==> src/design/vtp_fifo.sv <==
module vtp_fifo #(
  parameter int unsigned WIDTH = 8,
  parameter int unsigned DEPTH = 2
) (
  input  logic             clk_i,
  input  logic             rst_ni,
  input  logic             push_i,
  input  logic [WIDTH-1:0] data_i,
  output logic             full_o,
  input  logic             pop_i,
  output logic [WIDTH-1:0] data_o,
  output logic             empty_o
);

  localparam int unsigned PtrW = (DEPTH > 1) ? $clog2(DEPTH) : 1;
  localparam int unsigned CntW = $clog2(DEPTH + 1);

  logic [WIDTH-1:0] mem_q [DEPTH];
  logic [PtrW-1:0]  wr_q, wr_d, rd_q, rd_d;
  logic [CntW-1:0]  cnt_q, cnt_d;
  logic             do_push, do_pop;

  assign full_o  = cnt_q == CntW'(DEPTH);
  assign empty_o = cnt_q == '0;
  assign data_o  = mem_q[rd_q];
  assign do_push = push_i && !full_o;
  assign do_pop  = pop_i && !empty_o;

  // Advance pointers with wrap
  always_comb begin
    wr_d  = wr_q;
    rd_d  = rd_q;
    cnt_d = cnt_q;
    if (do_push) begin
      wr_d = (wr_q == PtrW'(DEPTH - 1)) ? '0 : wr_q + 1'b1;
    end
    if (do_pop) begin
      rd_d = (rd_q == PtrW'(DEPTH - 1)) ? '0 : rd_q + 1'b1;
    end
    if (do_push && !do_pop) begin
      cnt_d = cnt_q + 1'b1;
    end else if (do_pop && !do_push) begin
      cnt_d = cnt_q - 1'b1;
    end
  end

  always_ff @(posedge clk_i or negedge rst_ni) begin
    if (!rst_ni) begin
      wr_q  <= '0;
      rd_q  <= '0;
      cnt_q <= '0;
    end else begin
      wr_q  <= wr_d;
      rd_q  <= rd_d;
      cnt_q <= cnt_d;
    end
  end

  // Store the request
  always_ff @(posedge clk_i) begin
    if (do_push) begin
      mem_q[wr_q] <= data_i;
    end
  end

endmodule

==> config.mk <==
export PLATFORM = sky130hd
export DESIGN_NAME = vtp_fifo
export DESIGN_NICKNAME = d
export VERILOG_FILES = /design/src/design/vtp_fifo.sv
export SDC_FILE = /design/constraint.sdc
export NUM_CORES = 1
export LEC_CHECK = 0
export BUFFER_PORTS_ARGS = -buffer_cell sky130_fd_sc_hd__buf_2
export CAP_MARGIN = 20
export CORE_MARGIN = 2
export CORE_UTILIZATION = 44
export DETAILED_ROUTE_END_ITERATION = 8
export PLACE_DENSITY_LB_ADDON = 0.25
export SETUP_SLACK_MARGIN = 0.15
export SYNTH_ARGS = -nofsm -noshare
export SYNTH_HDL_FRONTEND = slang
export SYNTH_SLANG_ARGS = --single-unit
==> constraint.sdc <==
create_clock -name clk_i -period 1.44 [get_ports clk_i]
set_input_delay 0.072 -clock clk_i [delete_from_list [all_inputs] [get_ports clk_i]]
set_output_delay 0.072 -clock clk_i [all_outputs]
set_load 0.01 [all_outputs]
==> flow_results.org <==
** Timing
- Of the available clock period, the critical path in the final layout requires a little over nine tenths.
- Total negative slack :: 0 ps
- Number of pins with negative max-slew slack in the final report :: 0
- Timing-limited maximum frequency :: 740 MHz
- Headroom to the max-slew limit came out at a little under nine tenths.
- Setup violations remaining at the end of the flow were counted as 0.
- Setup repair after global routing could not meet its margin everywhere.
- Minimum clock period :: roughly 1400 ps
- For the final database, setup skew stands at 8.31 ps.
- Hold timing on the final database bottoms out at a slack of 106 ps.
- Number of endpoints with negative hold slack in the final report :: 0
- At the pin with the least slew margin, the transition time is 215 ps.

** Clock network
- Number of buffers created by CTS :: 3
- CTS HTree Levels :: 1
- At the later pin of the worst-skew pair, clock insertion delay measures 290 ps.
- Total number of clock tree sinks :: 20
- After clock tree synthesis, the clock-pin slew on the worst setup and hold paths is 110 ps.
- Clock tree from TritonCTS :: built
- The clock passes through at most 2 buffers.
- CTS Root Buffer Type :: clkbuf_4

** GRT
- Maximum number of pins on one net before global-route repair :: 12
- The number of global-route vias before repair is 510.
- Number of antenna violations at the first check in global routing :: 0
- The total overflow left after global routing is 0.
- Global routing consumed, over all layers together, 15.0% of the routing resources.
- The first global-routing pass estimated approximately 2.2 mm of wire.

** Drt
- After detailed routing, the number of vias per cell comes to 4.85.
- Dividing the detail-routed wire length by the instance count gives ~14 um.
- Number of DRC violations after detailed routing :: 0
- Number of iterations in the first detailed-routing pass :: 2
- After the first detailed-routing iteration, the DRC count stood at 6.
- Final ANT Viol Nets :: 0
- Total number of vias :: 509
- After detailed routing, the total wire length is 1.43 mm.

** Synthesis
- After synthesis, the largest area contributor takes up 61.4% of total cell area.
- Averaged over all synthesized cells, the footprint is 17.8 um2.
- The synthesized design contains 16 enable-type register cells.
- Gate count of the mapped netlist :: 44
- The biggest area contributor in the post-synthesis netlist is edfxtp_1.
- When the netlist entered floorplanning its net count stood at 57.
- After synthesis, the most frequently instantiated cells are edfxtp_1, mux2_1, dfrtp_1.
- Synth Register Bits :: 20
- Proportion of synthesized chip area in sequential cells :: 74.2%
- Share of flip-flops with an asynchronous set or reset :: 20.0%
- Leading cell types by total area after synthesis :: edfxtp_1, dfrtp_1, mux2_1
- Among all cell types in the netlist, the one instantiated most often is edfxtp_1.
- The netlist uses 15 different library cells.
- After synthesis the cells add up to between 700 and 800 um2.
- Most frequently used flop master after synthesis :: edfxtp_1
- The Yosys step of the flow raised 0 warnings.

** Worst setup path
- Critical path type :: reg2out
- Count of cells along the worst register-to-register path :: 7
- Startpoint of the worst register-to-register path :: cnt_q[0]
- The worst setup path is captured at an output pin.
- At the worst endpoint, the arrival time is 1280 ps.
- The worst setup path is launched from a register.
- In this run the critical register-to-register path is captured at cnt_q[1].
- Critical path required time :: 1370 ps
- Along the worst path, the maximum fanout reaches 4.
- Setup slack on the worst reg-to-reg path comes out at 100 ps.

** Pwr
- Per report_power, the combinational group accounts for 50.8% of the total.
- Clock Power Share :: 10.9%
- Registers are responsible for between 30% and 40% of the overall power.
- The internal power of the cells totals roughly 1700 uW.
- Leakage component of the power :: approximately 0.00054 uW
- The worst-case IR drop observed on VDD is 0.00106 V.
- Power density over the cells :: 1930 mW/mm2
- Switching share of total power :: 30.3%
- Sw power :: 720 uW

** Place
- Input and output buffers added on the ports amount to 21.
- The congestion estimate from routability-driven global placement came to 0.694.
- Once placement completed, the tool counted placed cells totaling between 80 and 90.

** Floorplanning
- In this run the standard cell core region covers 0.00169 mm2.
- Overall die height :: 46.2 um
- The die covers 0.00213 mm2.
- I/O pin count :: 22
- Total number of placement rows :: 15
- Measured along the x axis, the die boundary spans 46.2 um.
- The initial utilization of the core area, before any placement, comes to roughly 46%.

** Final layout
- Fill cells in the final layout number 128.
- The number of antenna diodes in the final layout is 0.
- Fin nets :: 102
- Relative to the synthesized area, the layout overhead comes to 57.4%.
- Ratio of cells with drive above 1 in the final layout :: 58.0%
- Post-Layout Cell Count :: 105

** Job
- Count of maximum capacitance violations :: 0

** Run status
- Run status :: completed

** Worst hold path
- The worst hold path belongs to the class in2async.
[stage by stage]
step	cell area (um2)	power [uW]	utilization, %	worst slack, ps
2_1_floorplan	800	1380	-	139
3_3_place_gp	951	1630	56.3	128
3_5_place_dp	951	1650	56.3	104
4_1_cts	1190	2290	70.5	79.3
5_1_grt	1230	2520	72.9	47.8
6_report	1230	2380	72.9	88.0
[final cells by class]
class	count	area (um2)	area share (%)
tap	17	21.3	1.73
multi-input combinational	21	248	20.1
inverter	2	7.51	0.610
clock buffer	4	26.3	2.13
sequential	20	582	47.3
timing repair buffer	41	347	28.2
[registers in the layout (all words and copies together) (netlist names)]
register / cells
cnt_q: 2
mem_q: 16
wr_q: 1
rd_q: 1
[logic make-up (layout without fill, tap and decap cells)]
group	count (synthesis)	in the layout	synth area share, %
XOR/XNOR	5	5	6.56
flip-flops	20	20	74.2
AND/OR/NAND/NOR	6	6	3.84
AO/OA/AOI/OAI	1	1	0.639
multiplexers	8	8	11.5
adder cells (fa/ha/maj)	1	1	1.60
buffers and inverters	3	47	1.60
[power groups by stage]
stage	clock network (uW)	logic, uW	registers (uW)
final	260	1210	912
after global routing	294	1290	932
after CTS	272	1120	899
after detailed placement	0	701	949
after global placement	0	691	941
after floorplan	0	488	892
[how the worst max path moves through the flow]
stage / startpoint / to / slack, ps
floorplan: cnt_q[0] / cnt_q[1] / 140
global placement: cnt_q[0] / cnt_q[1] / 130
detailed placement: cnt_q[1] / cnt_q[1] / 100
CTS: rd_q / data_o[1] / 80
global route: rd_q / data_o[1] / 50
finish: rd_q / data_o[4] / 90
[layout by cell type, fill, tap and decap left out, drive strengths merged]
master       instances
nand2b               1
dlygate4sd3          9
mux2                 8
and3                 1
xor2                 2
xnor2                3
inv                  2
edfxtp              16
clkbuf               4
ha                   1
dfrtp                4
o21ai                1
buf                 32
nor2                 3
nand2                1
[worst max-delay path, stage by stage, from the launching register on]
cell	delay, ps
dfrtp_2	440
buf_6	140
mux2_4	290
buf_6	120
[metal layers]
layer  track usage [%]  wire length, um  up-vias
met5                 0                0        -
met4              7.43                6        0
met3              3.14               55        2
met2              25.6              808       12
met1              17.6              560      248
li1                  -                -      247
[what timing repair did]
action | in CTS | in global routing
setup buffers | 6 | 1
pin swaps | 2 | 4
endpoints found under the hold margin | 20 | 0
setup endpoints to repair | 9 | 17
resized for setup | 18 | 6
hold buffers | 9 | 0
Note: power is estimated with default switching activity, not from simulation.
